$ cat src/rtl/core/sqltok_pkg.sv
`timescale 1ns / 1ps
// ----------------------------------------------------------------------------
// sqltok_pkg
// Shared types and constants for the SQL statement tokenizer.
// ----------------------------------------------------------------------------
package sqltok_pkg;

  // Default width of the character position counter
  localparam int OFFSET_BITS_DEFAULT = 16;

  // Result queue depth; two free slots are needed to take an item
  localparam int QDEPTH = 4;

  // Number of keyword letters compared
  localparam int KW_LEN = 6;

  // Token kinds as reported on token_kind
  typedef enum logic [2:0] {
    TK_SELECT = 3'd0,
    TK_INSERT = 3'd1,
    TK_COLVAL = 3'd2,
    TK_SEP    = 3'd3,
    TK_END    = 3'd4,
    TK_ERR    = 3'd5
  } token_kind_t;

  // Tokenizer phase
  typedef enum logic [2:0] {
    PH_START   = 3'd0,
    PH_KEYWORD = 3'd1,
    PH_BETWEEN = 3'd2,
    PH_COLVAL  = 3'd3,
    PH_ERROR   = 3'd4
  } phase_t;

  // Keyword flag bits: select, SELECT, insert, INSERT
  localparam int KF_SEL_LO = 0;
  localparam int KF_SEL_UP = 1;
  localparam int KF_INS_LO = 2;
  localparam int KF_INS_UP = 3;

  // Special characters
  localparam logic [7:0] CH_END   = 8'h00;
  localparam logic [7:0] CH_SPACE = 8'h20;
  localparam logic [7:0] CH_COMMA = 8'h2C;
  localparam logic [7:0] CH_SEMI  = 8'h3B;
  localparam logic [7:0] CH_DASH  = 8'h2D;
  localparam logic [7:0] CASE_GAP = 8'h20;

  // Lower-case keyword spellings
  localparam logic [7:0] KW_SEL [KW_LEN] = '{8'h73, 8'h65, 8'h6C, 8'h65, 8'h63, 8'h74};
  localparam logic [7:0] KW_INS [KW_LEN] = '{8'h69, 8'h6E, 8'h73, 8'h65, 8'h72, 8'h74};

  // One queued result item
  typedef struct packed {
    token_kind_t kind;
    logic [15:0] offset;
    logic [15:0] len;
    logic        last;
  } result_t;

  function automatic logic is_letter(input logic [7:0] c);
    return ((c >= 8'h61) && (c <= 8'h7A)) || ((c >= 8'h41) && (c <= 8'h5A));
  endfunction

  function automatic logic is_colval(input logic [7:0] c);
    return is_letter(c) || ((c >= 8'h30) && (c <= 8'h39)) || (c == CH_DASH);
  endfunction

endpackage

$ cat src/rtl/core/sql_statement_tokenizer.sv
`timescale 1ns / 1ps
// ----------------------------------------------------------------------------
// sql_statement_tokenizer
// Character-at-a-time tokenizer for simple SELECT / INSERT statements.
// ----------------------------------------------------------------------------
// Feed one character per item, with byte 0 ending the statement. Each item
// is decided in the cycle it is accepted: the phase, position and keyword
// flags update at once and the zero, one or two tokens it causes go into a
// four-entry result queue. A new item is taken in every cycle while the
// queue has two free slots, so the input runs at one character per cycle
// as long as the consumer takes at least one token per cycle; items that
// close a run and emit a second token grow the queue and can stall input.
// Token offsets and lengths saturate at 65535; the position counter
// saturates at 2^OFFSET_BITS - 1. After an error, input is dropped without
// results up to the end byte, which silently returns to statement start.
// ----------------------------------------------------------------------------
module sql_statement_tokenizer #(
  parameter int OFFSET_BITS = sqltok_pkg::OFFSET_BITS_DEFAULT
) (
  input  logic                     clk,
  input  logic                     rst,
  input  logic                     in_valid,
  output logic                     in_ready,
  input  logic [7:0]               char_in,
  output logic                     out_valid,
  input  logic                     out_ready,
  output sqltok_pkg::token_kind_t  token_kind,
  output logic [15:0]              token_offset,
  output logic [15:0]              token_len,
  output logic                     last_of_run
);
  import sqltok_pkg::*;

  localparam int QPTR = $clog2(QDEPTH);
  localparam int QCNT = $clog2(QDEPTH + 1);
  localparam int KWIDX = $clog2(KW_LEN + 1);

  // Saturate a position-wide value to the 16-bit report width
  function automatic logic [15:0] sat16(input logic [OFFSET_BITS-1:0] v);
    if (v > OFFSET_BITS'(17'hFFFF)) begin
      return 16'hFFFF;
    end
    return 16'(v);
  endfunction

  // Tokenizer state
  phase_t                 phase, phase_next;
  logic [OFFSET_BITS-1:0] position, position_next;
  logic [OFFSET_BITS-1:0] run_start, run_start_next;
  logic [3:0]             keyword_flags, keyword_flags_next;
  logic [KWIDX-1:0]       letters_seen, letters_seen_next;
  logic                   gap_skipped, gap_skipped_next;

  // Result queue
  result_t          queue_mem [QDEPTH];
  logic [QPTR-1:0]  head, tail;
  logic [QCNT-1:0]  count;

  logic accept, pop;
  logic emit_a, emit_b, do_btw, gap_in, restart;
  result_t res_a, res_b, push0, push1;
  logic [1:0] n_push;

  // Keyword compare helpers
  logic [KWIDX-1:0] kw_idx;
  logic [3:0]       kw_base;
  logic [3:0]       kw_flags;
  logic [KWIDX-1:0] kw_letters;
  logic [7:0]       kw_s, kw_i;

  assign accept = in_valid && in_ready;
  assign pop    = out_valid && out_ready;
  assign in_ready  = (count <= QCNT'(QDEPTH - 2));
  assign out_valid = (count != '0);

  // Compare one keyword letter against both spellings of both keywords
  always_comb begin
    kw_idx  = (phase == PH_START) ? '0 : letters_seen;
    kw_base = (phase == PH_START) ? 4'hF : keyword_flags;
    kw_flags   = kw_base;
    kw_letters = kw_idx;
    kw_s = 8'h00;
    kw_i = 8'h00;
    if (kw_idx < KWIDX'(KW_LEN)) begin
      kw_s = KW_SEL[kw_idx[$clog2(KW_LEN)-1:0]];
      kw_i = KW_INS[kw_idx[$clog2(KW_LEN)-1:0]];
      if (char_in != kw_s)            kw_flags[KF_SEL_LO] = 1'b0;
      if (char_in != kw_s - CASE_GAP) kw_flags[KF_SEL_UP] = 1'b0;
      if (char_in != kw_i)            kw_flags[KF_INS_LO] = 1'b0;
      if (char_in != kw_i - CASE_GAP) kw_flags[KF_INS_UP] = 1'b0;
      kw_letters = kw_idx + KWIDX'(1);
    end
  end

  // Decide the tokens and next state for the current character
  always_comb begin
    phase_next         = phase;
    run_start_next     = run_start;
    keyword_flags_next = keyword_flags;
    letters_seen_next  = letters_seen;
    gap_skipped_next   = gap_skipped;
    position_next      = position;
    emit_a  = 1'b0;
    emit_b  = 1'b0;
    do_btw  = 1'b0;
    gap_in  = gap_skipped;
    restart = 1'b0;
    res_a = '{kind: TK_ERR, offset: sat16(position), len: 16'd0, last: 1'b0};
    res_b = '{kind: TK_ERR, offset: sat16(position), len: 16'd0, last: 1'b0};

    case (phase)
      PH_START: begin
        if (is_letter(char_in)) begin
          run_start_next     = position;
          keyword_flags_next = kw_flags;
          letters_seen_next  = kw_letters;
          phase_next         = PH_KEYWORD;
        end else begin
          emit_a = 1'b1;
          if (char_in == CH_END) restart = 1'b1;
          else phase_next = PH_ERROR;
        end
      end
      PH_KEYWORD: begin
        if (is_letter(char_in)) begin
          keyword_flags_next = kw_flags;
          letters_seen_next  = kw_letters;
        end else if (letters_seen >= KWIDX'(KW_LEN) && keyword_flags != 4'h0) begin
          emit_a       = 1'b1;
          res_a.kind   = (keyword_flags[KF_SEL_UP:KF_SEL_LO] != 2'b00) ? TK_SELECT : TK_INSERT;
          res_a.offset = sat16(run_start);
          res_a.len    = sat16(position - run_start);
          do_btw       = 1'b1;
          gap_in       = 1'b0;
        end else begin
          emit_a       = 1'b1;
          res_a.offset = sat16(run_start);
          if (char_in == CH_END) restart = 1'b1;
          else phase_next = PH_ERROR;
        end
      end
      PH_BETWEEN: begin
        do_btw = 1'b1;
      end
      PH_COLVAL: begin
        if (!is_colval(char_in)) begin
          emit_a       = 1'b1;
          res_a.kind   = TK_COLVAL;
          res_a.offset = sat16(run_start);
          res_a.len    = sat16(position - run_start);
          do_btw       = 1'b1;
          gap_in       = 1'b0;
        end
      end
      default: begin
        if (char_in == CH_END) restart = 1'b1;
      end
    endcase

    // Handle the character that follows a finished token
    if (do_btw) begin
      if (!gap_in && char_in == CH_END) begin
        emit_b     = 1'b1;
        res_b.kind = TK_END;
        restart    = 1'b1;
      end else if (!gap_in && (char_in == CH_SPACE || char_in == CH_COMMA)) begin
        gap_skipped_next = 1'b1;
        phase_next       = PH_BETWEEN;
      end else begin
        gap_skipped_next = 1'b0;
        if (is_colval(char_in)) begin
          run_start_next = position;
          phase_next     = PH_COLVAL;
        end else if (char_in == CH_SEMI) begin
          emit_b     = 1'b1;
          res_b.kind = TK_SEP;
          res_b.len  = 16'd1;
          phase_next = PH_BETWEEN;
        end else begin
          emit_b = 1'b1;
          if (char_in == CH_END) restart = 1'b1;
          else phase_next = PH_ERROR;
        end
      end
    end

    // Return to statement start or advance the position
    if (restart) begin
      phase_next         = PH_START;
      position_next      = '0;
      run_start_next     = '0;
      keyword_flags_next = 4'hF;
      letters_seen_next  = '0;
      gap_skipped_next   = 1'b0;
    end else if (position != '1) begin
      position_next = position + OFFSET_BITS'(1);
    end
  end

  // Order the results and mark the final one of this item
  always_comb begin
    push0 = emit_a ? res_a : res_b;
    push1 = res_b;
    n_push = 2'(emit_a) + 2'(emit_b);
    push0.last = (n_push == 2'd1);
    push1.last = 1'b1;
  end

  // Hold the tokenizer state
  always_ff @(posedge clk) begin
    if (rst) begin
      phase         <= PH_START;
      position      <= '0;
      run_start     <= '0;
      keyword_flags <= 4'hF;
      letters_seen  <= '0;
      gap_skipped   <= 1'b0;
    end else if (accept) begin
      phase         <= phase_next;
      position      <= position_next;
      run_start     <= run_start_next;
      keyword_flags <= keyword_flags_next;
      letters_seen  <= letters_seen_next;
      gap_skipped   <= gap_skipped_next;
    end
  end

  // Advance the queue pointers and fill count
  always_ff @(posedge clk) begin
    if (rst) begin
      head  <= '0;
      tail  <= '0;
      count <= '0;
    end else begin
      if (pop) head <= head + QPTR'(1);
      if (accept) tail <= tail + QPTR'(n_push);
      count <= count + (accept ? QCNT'(n_push) : QCNT'(0)) - QCNT'(pop);
    end
  end

  // Write results into the queue
  always_ff @(posedge clk) begin
    if (accept && n_push != 2'd0) queue_mem[tail] <= push0;
    if (accept && n_push == 2'd2) queue_mem[tail + QPTR'(1)] <= push1;
  end

  assign token_kind   = queue_mem[head].kind;
  assign token_offset = queue_mem[head].offset;
  assign token_len    = queue_mem[head].len;
  assign last_of_run  = queue_mem[head].last;

endmodule

$ cat config.mk
export PLATFORM = sky130hd
export DESIGN_NAME = sql_statement_tokenizer
export DESIGN_NICKNAME = d
export VERILOG_FILES = /design/src/rtl/core/sqltok_pkg.sv /design/src/rtl/core/sql_statement_tokenizer.sv
export SDC_FILE = /design/constraint.sdc
export NUM_CORES = 1
export LEC_CHECK = 0
export ABC_AREA = 1
export BUFFER_PORTS_ARGS = -buffer_cell sky130_fd_sc_hd__buf_2
export CORE_ASPECT_RATIO = 1.4
export CORE_MARGIN = 1.5
export CORE_UTILIZATION = 55
export CTS_CLUSTER_SIZE = 30
export DETAILED_ROUTE_END_ITERATION = 10
export GPL_TIMING_DRIVEN = 1
export PLACE_DENSITY = 0.77
export SETUP_SLACK_MARGIN = 0.5
export SLEW_MARGIN = 25
export SYNTH_ARGS = -nofsm -noshare
export SYNTH_HDL_FRONTEND = slang
export SYNTH_SLANG_ARGS = --single-unit
$ cat constraint.sdc
create_clock -name clk -period 4.3 [get_ports clk]
set_clock_uncertainty 0.15 [all_clocks]
set_input_delay 0 -clock clk [delete_from_list [all_inputs] [get_ports clk]]
set_output_delay 0 -clock clk [all_outputs]
set_load 0.005 [all_outputs]
; After elaboration in Yosys (flattened, before gate mapping)
; Memory sizes are Yosys's and may differ from the RTL's. A register that Yosys moved wholly into a read port is not among the register bits.
; Cells that the tools add are included.
[totals]
reg_bits = 50
mem_bits_rw = 144
mem_bits_ro = 128
output_inout_bits = 38
wordCells = 199
memories = 3
[op_classes]
n_addsub = 11
n_lt_le_gt_ge = 13
eq_ne = 15
n_mux = 117
n_bitwise = 1
reduce_logical = 30
[memory_table]
columns = memory, words, word_bits, read_ports, rd_clocked_by_memory_dff, wr, line
row1 = queue_mem, 4, 36, 1, 1, 2, sql_statement_tokenizer.sv:55  ; result_t queue_mem [QDEPTH];
row2 = (no name shown), 8, 8, 1, 0, 0, sql_statement_tokenizer.sv:86  ; kw_i = KW_INS[kw_idx[$clog2(KW_LEN)-1:0]];
row3 = (no name shown), 8, 8, 1, 0, 0, sql_statement_tokenizer.sv:85  ; kw_s = KW_SEL[kw_idx[$clog2(KW_LEN)-1:0]];
[op_table]
columns = operator, n
row1 = 2-to-1 mux 16 bit, 20
row2 = 2-to-1 mux 35 bit, 2
row3 = case mux 35 bit (2 select lines), 1
row4 = 2-to-1 mux 3 bit, 22
row5 = 2-to-1 mux 1 bit, 54
row6 = "> comparator 16 bit, second input constant", 3
row7 = 2-to-1 mux 36 bit, 1
row8 = "== test 8 x 6 -> 1 bit, second input constant", 4
row9 = 2-to-1 mux 8 bit, 4
row10 = inequality test 8 bit, 4
row11 = 2-to-1 mux 4 bit, 5
row12 = "adder 16 x 1 -> 16 bit, second input constant", 1
row13 = "greater-or-equal comparator 8 x 7 -> 1 bit, second input constant", 2
row14 = "less-or-equal comparator 8 x 7 -> 1 bit, second input constant", 2
row15 = "inequality test 16 bit, second input constant", 1
row16 = subtractor 16 bit, 1
row17 = "subtractor 8 x 6 -> 8 bit, second input constant", 2
row18 = nonzero test 2 bit, 6
row19 = logical AND 1 bit, 10
row20 = "greater-or-equal comparator 8 x 6 -> 1 bit, second input constant", 1
row21 = "less-or-equal comparator 8 x 6 -> 1 bit, second input constant", 1
row22 = logical NOT 8 bit, 1
row23 = "== test 3 x 2 -> 1 bit, second input constant", 2
row24 = 2-to-1 mux 2 bit, 3
row25 = other kinds (26), 34

; Depth between registers and ports, before layout
; Gate-level depths: netlist of run 1.
[depth]
depth_word = 17
mapped_depth = 22

; Worst setup path before layout of run 1
; Ideal clock, no wire load.
[synth_timing]
path_type = flip-flop to flip-flop
start = register phase[0]
end = memory queue_mem[0][13] (netlist bit)
setup_time_ns = 0.125
arrival_time_ns = 3.124
slack_ns = 0.901
stages_incl_launch_ff = 21
path_buffers = 2
cell_sequence = dfxtp_1 -> nand2_4 -> nor2_8 -> nand3_1 -> nor2_1 -> nand2_1 -> nand3_2 -> inv_2 -> buf_2 -> nor3_2 -> inv_1 -> ha_1 -> nor2_1 -> inv_2 -> nor3_4 -> inv_1 -> nand2_1 -> inv_2 -> buf_2 -> nand2_1 -> o21ai_1
[synth_rtl]
columns = element, line
row1 = "start, declared", sql_statement_tokenizer.sv:47  ; phase_t phase, phase_next;
row2 = "start signal, assigned", sql_statement_tokenizer.sv:219  ; phase <= phase_next;
row3 = "end, declared", sql_statement_tokenizer.sv:55

==> impl_metrics.tcl, run 1 <==
set metrics [dict create \
    outcome "completed" \
    p_leak_nw 4.58 \
    fillers 1709 \
    grt_overflow 0 \
    ys_ff_latch 196 \
    synth_compound_area_share_pct 20.8 \
    clock_sinks 196 \
    num_vias 10617 \
    drc 0 \
    seqCellArea_mm2 0.00473 \
    fin_crit_ns 3.57 \
    grt_pass1_vias 9976 \
    grt.total_usage_pct 30.7 \
    syn_inst 1502 \
    drt_wl_total_um 31400 \
    place_congestion 0.965 \
    max_cap_viol_count 0 \
    required_ns 4.50 \
    cts_buffers 17 \
    synth_top_area_share_pct 21.7 \
    synth-xor-area-share_pct 1.11 \
    crit_path_max_fanout 21 \
    multi_input_area_mm2 0.00556 \
    design_power_total_w 0.00494 \
    end_kind "register" \
    critPathArrivalTime_ns 3.76 \
    row_count 61 \
    yosysMostFrequentCell "nand2_1" \
    tightest_slew_ns 0.779 \
    via_per_inst 5.97 \
    cts_max_level 4 \
    synth_area_per_cell_um2 7.37 \
    synth-main-ff-cell "dfxtp_1" \
    dr.max_layer_used "met4" \
    nets 1555 \
    die_width_um 123 \
    first_pass_iters 6 \
    syn-cell-area_mm2 0.0111 \
    grt_pass1_wl_um 49900 \
    vdd_ir_drop_max_uv 275 \
    clock_latency_ns 0.45 \
    yosysWarnings 0 \
    rsz0062_at_grt "no" \
    hold_class "primary input to register" \
    synth-edff-count 80 \
    finalHoldViolCount 0 \
    setup_tns_ns 0 \
    synth_area_leaders "edfxtp_1 22%, dfxtp_1 21%, nand2_1 13%" \
    syn_to_final_growth_pct 9.62 \
    wl_per_cell_um 17.6 \
    yosys.area_share.simple_pct 24.7 \
    max_freq_mhz 280 \
    die_area_mm2 0.0210 \
    dieHeight_um 171 \
    yosys.area.top_type "edfxtp_1" \
    cts_root_buf "clkbuf_16" \
    grt_max_degree 73 \
    cts_buffer_depth 2 \
    synth-async-reset-ratio_pct 0 \
    ys_seq_area_share_pct 42.7 \
    finalSetupViolations 0 \
    portBuffers 49 \
    antennaDiodeCount 0 \
    antenna_found_initial 0 \
    path_class "register to register" \
    routedLengthMet1_um 12100 \
    core_area_mm2 0.0198 \
    synthTopCellsByCount "373 x nand2_1, 235 x o21ai_0, 136 x nor2_1" \
    synth_top_family_by_area "simple AND/OR/NAND/NOR gates" \
    cts_tree "done" \
    cp-start-kind "register" \
    clk_pin_slew_ns 0.08 \
    ios 50 \
    synth_mux_area_share_pct 0 \
    dr_wl_met2_um 15500 \
    p_per_area_mw_per_mm2 407 \
    dp_hpwl_um 21400 \
    finalCritPeriodShare_pct 83.0 \
    drv_slew 0 \
    start_util_pct 56.0 \
    synth_cell_types 45 \
    wl_met3_um 2410 \
    antenna_left 0 \
    drive_gt1_share_pct 11.2 \
    slew_headroom_pct 47.6 \
    synthesis.nets 1543 \
    drtIter0Drc 1332 \
    synthAdderAreaFrac_pct 3.41 \
]
worst max-delay path, cell delays in order, from the launching register on:
cell and delay [ns]:
dfxtp_1 0.35, inv_2 0.12, nand2_4 0.19, nor2_8 0.16
nand3_1 0.07, nor2_1 0.14, nand2_1 0.12, nand3_2 0.10
inv_2 0.18, nor3_2 0.26, inv_1 0.07, ha_1 0.18
nor2_1 0.14, inv_2 0.13, nor3_4 0.12, buf_4 0.18
inv_1 0.08, nand2_4 0.23, inv_2 0.21, a22o_1 0.27
flip-flops by register name (all words and copies together) (netlist names), named ones only:
signal	flops
tail	2
phase	3
count	3
position	16
queue_mem	144
run_start	16
head	2
letters_seen	3
keyword_flags	4
gap_skipped	1
cell type report:
class	instances	area share (%)
clock inverter	15	1.52
clock buffer	17	3.50
multi-input combinational	1107	45.8
tap	252	2.60
sequential	196	39.0
timing repair buffer	81	4.19
inverter	111	3.46
repair_timing:
action | CTS | global route
gates resized for setup | 2 | 8
buffers inserted | 1 | 2
pin swaps | 1 | 1
hold buffers | 6 | 0
setup endpoints to repair | 63 | 64
hold endpoints to repair | 35 | 0
power breakdown:
| part | switching, W | internal, W |
|---|---|---|
| Sequential | 0.0000903 | 0.00204 |
| Clock | 0.000824 | 0.000793 |
| Combinational | 0.000794 | 0.000391 |
| Total | 0.00171 | 0.00323 |
placed cells by master, fill, tap and decap left out, types with 7 or more instances in the layout:
cell type | synthesis | final
nor2_1 | 136 | 134
a21oi_1 | 78 | 78
clkbuf_16 | 0 | 17
edfxtp_1 | 80 | 80
nand4_1 | 7 | 7
a22o_1 | 8 | 8
buf_4 | 1 | 24
o22ai_1 | 43 | 43
inv_2 | 17 | 17
nor3_1 | 10 | 10
nand3_1 | 69 | 69
nand2_1 | 373 | 373
buf_2 | 29 | 49
ha_1 | 27 | 27
dfxtp_1 | 116 | 113
inv_1 | 92 | 91
o21ai_1 | 35 | 35
o211ai_1 | 15 | 15
o21ai_0 | 235 | 235
xor2_1 | 9 | 9
cells by family after synthesis:
group / count (synthesis)
buffers and inverters: 199
AO/OA/AOI/OAI: 427
flip-flops: 196
XOR/XNOR: 14
AND/OR/NAND/NOR: 637
adder cells (fa/ha/maj): 29
stage by stage:
stage | instances | hold WS (ns) | cell area, µm² | util (%) | setup slack (ns)
detailed placement | 1738 | 0.238 | 11400 | 57.8 | 0.368
global route | 1779 | 0.0783 | 12100 | 61.4 | 0.519
CTS | 1777 | 0.00585 | 12100 | 61.2 | 0.575
finish | 1779 | 0.0122 | 12100 | 61.4 | 0.732
floorplan | 1502 | 0.0507 | 11100 | - | 0.901
global placement | 1738 | 0.227 | 11400 | 57.8 | 0.488
routing by layer:
layer	global-route usage, %	vias to the layer above
met3	4.53	124
li1	-	5107
met5	0	-
met1	36.7	4869
met4	16.5	0
met2	52.5	517
worst paths after layout:
kind	from	to	slack, ns	cells past startpoint
worst max-delay path	phase[2]	queue_mem[3][8]	0.73	19
worst min-delay path	char_in[2]	keyword_flags[2]	0.01	7
worst max register to register	phase[2]	queue_mem[3][8]	0.73	19
worst min register to register	queue_mem[3][9]	queue_mem[3][9]	0.31	2
No activity file was read; power rests on OpenSTA's default activity.
==> run 2: changes to the inputs <==
==> constraint.sdc (replaced) <==
create_clock -name clk -period 3.63 [get_ports clk]
set_clock_uncertainty 0.15 [all_clocks]
set_input_delay 0 -clock clk [delete_from_list [all_inputs] [get_ports clk]]
set_output_delay 0 -clock clk [all_outputs]
set_load 0.005 [all_outputs]
==> impl_metrics.tcl, run 2 (synthesis results as in run 1) <==
set metrics [dict create \
    cts_root_buf "clkbuf_16" \
    clock_sinks 196 \
    timing.rr.end "count[2]" \
    p_per_area_mw_per_mm2 490 \
    internal-power_w 0.00410 \
    die_width_um 123 \
    cts_buffer_depth 2 \
    grt_pass1_vias 9829 \
    top_regs "queue_mem: 144 flops, position: 16 flops, run_start: 16 flops" \
    seqCellArea_mm2 0.00473 \
    die_area_mm2 0.0210 \
    cp-start-kind "register" \
    pwr-share-seq_pct 41.3 \
    outcome "completed" \
    dpl-instance-area_mm2 0.0115 \
    num_vias 10555 \
    grt.total_usage_pct 30.5 \
    finalSetupViolations 0 \
    stdcell_area_mm2 0.0123 \
    cts_buffers 17 \
    max_freq_mhz 337 \
    setup_tns_ns 0 \
    required_ns 3.80 \
    start_util_pct 56.0 \
    end_kind "register" \
    largest_register_ffs 144 \
    crit_end "count[2]" \
    finalHoldViolCount 0 \
    startpoint "phase[2]" \
    hold_class "primary input to register" \
    rrSetupSlack_ns 0.66 \
    clk_pin_slew_ns 0.07 \
    nets 1566 \
    multi_input_area_mm2 0.00562 \
    rr_startpoint "phase[2]" \
    slew_headroom_pct 40.7 \
    syn_to_final_growth_pct 11.3 \
    fillers 1709 \
    ff2ff_path_depth 19 \
    row_count 61 \
    antenna_left 0 \
    portBuffers 49 \
    grt_pass1_wl_um 49800 \
    clock_latency_ns 0.45 \
    first_pass_iters 5 \
    mostFrequentLayoutCell "nand2_1" \
    p_comb_share_pct 24.7 \
    cts_tree "done" \
    drc 0 \
    netSwitchingFraction_pct 32.2 \
    p_clk_share_pct 34.0 \
    vdd_ir_drop_max_uv 323 \
    critPathArrivalTime_ns 3.14 \
    drv_slew 0 \
    drive_gt1_share_pct 12.3 \
    rsz0062_at_grt "yes" \
    crit_path_max_fanout 4 \
    via_per_inst 5.90 \
    wl_per_cell_um 17.6 \
    antennaDiodeCount 0 \
    mostFrequentLayoutCells "370 x nand2_1, 234 x o21ai_0, 132 x nor2_1" \
    core_area_mm2 0.0198 \
    ios 50 \
    p_leak_nw 4.65 \
    cts_max_level 4 \
    dp_hpwl_um 21700 \
    dieHeight_um 171 \
    finalCritPeriodShare_pct 81.8 \
    switchingPower_w 0.00195 \
    place_congestion 0.981 \
    max_cap_viol_count 0 \
    drt_wl_total_um 31400 \
    drtIter0Drc 1020 \
    grt_overflow 0 \
    grt_max_degree 73 \
    tightest_slew_ns 0.885 \
    fin_crit_ns 2.97 \
    path_class "register to register" \
    largest_register "queue_mem" \
    antenna_found_initial 0 \
]
==> run 2: cell count changes in the layout (fill, tap and decap cells not counted), sizes merged <==
cell and delta:
buf +11, inv -3, clkbuf +1, bufinv +4, clkinv -3, clkinvlp +1
==> run 2: cell type report <==
class                   count  area share [%]
multi-input cells        1107            45.6
flip-flops and latches    196            38.4
repair buffers             92            4.82
clock buffers              18            3.56
inverters                 111            3.47
well taps                 252            2.56
clock inverters            14            1.60
==> run 2: per-stage QoR <==
stage / cells / hold slack, ns / setup WS (ns) / utilization (%) / power (W)
after global routing: 1790 / 0.0785 / 0.429 / 62.4 / 0.00631
after detailed placement: 1748 / 0.268 / 0.314 / 58.2 / 0.00400
after floorplan: 1502 / 0.0507 / 0.547 / - / 0.00347
after global placement: 1748 / 0.249 / 0.416 / 58.2 / 0.00396
after CTS: 1789 / 0.000127 / 0.531 / 61.9 / 0.00603
final: 1790 / 0.000556 / 0.660 / 62.4 / 0.00604
==> run 2: worst min-delay path by stage <==
stage          startpoint               end  slack [ns]  depth (start not counted)
2_1_floorplan         rst       position[2]        0.05                          3
3_3_place_gp    out_ready           head[0]        0.25                          5
3_5_place_dp    out_ready           head[0]        0.27                          5
4_1_cts        char_in[0]  keyword_flags[1]      0.0001                          8
5_1_grt        char_in[4]       gap_skipped        0.08                          8
6_report       char_in[6]       gap_skipped      0.0006                          8
==> run 2: per-layer routing <==
layer  up-vias  global-route usage (%)  wire [µm]
li1       5135                       -          -
met1      4954                    37.1      12800
met2       392                    52.9      15800
met3        74                    4.30       1880
met4         0                    14.2        940
met5         -                       0          0
==> run 2: repair_timing <==
action | CTS | global route
pin swaps | 1 | 3
hold buffers | 6 | 0
setup buffers | 3 | 1
endpoints found under the hold margin | 37 | 0
gates resized for setup | 5 | 23
setup endpoints to repair | 51 | 136
==> run 2: critical path, cell delays in order, from the launching register on <==
cell and delay (ns):
dfxtp_4 0.37, inv_4 0.07, nand2_4 0.06, nor2_8 0.11, nand3_1 0.08, nor2_2 0.17
nand2_2 0.10, nand3_2 0.10, inv_2 0.04, nor3_2 0.18, ha_1 0.28, nand2_1 0.08
ha_1 0.22, inv_1 0.05, ha_1 0.13, inv_1 0.05, fa_2 0.33, xor2_1 0.17
inv_1 0.06, nor2_1 0.03
==> run 2: power groups by stage <==
| stage | clock [W] | sequential (W) | combinational (W) |
|---|---|---|---|
| global placement | 0 | 0.00254 | 0.00142 |
| finish | 0.00205 | 0.00250 | 0.00149 |
| detailed placement | 0 | 0.00254 | 0.00145 |
| floorplan | 0 | 0.00252 | 0.000947 |
| CTS | 0.00206 | 0.00249 | 0.00147 |
| global route | 0.00214 | 0.00251 | 0.00166 |
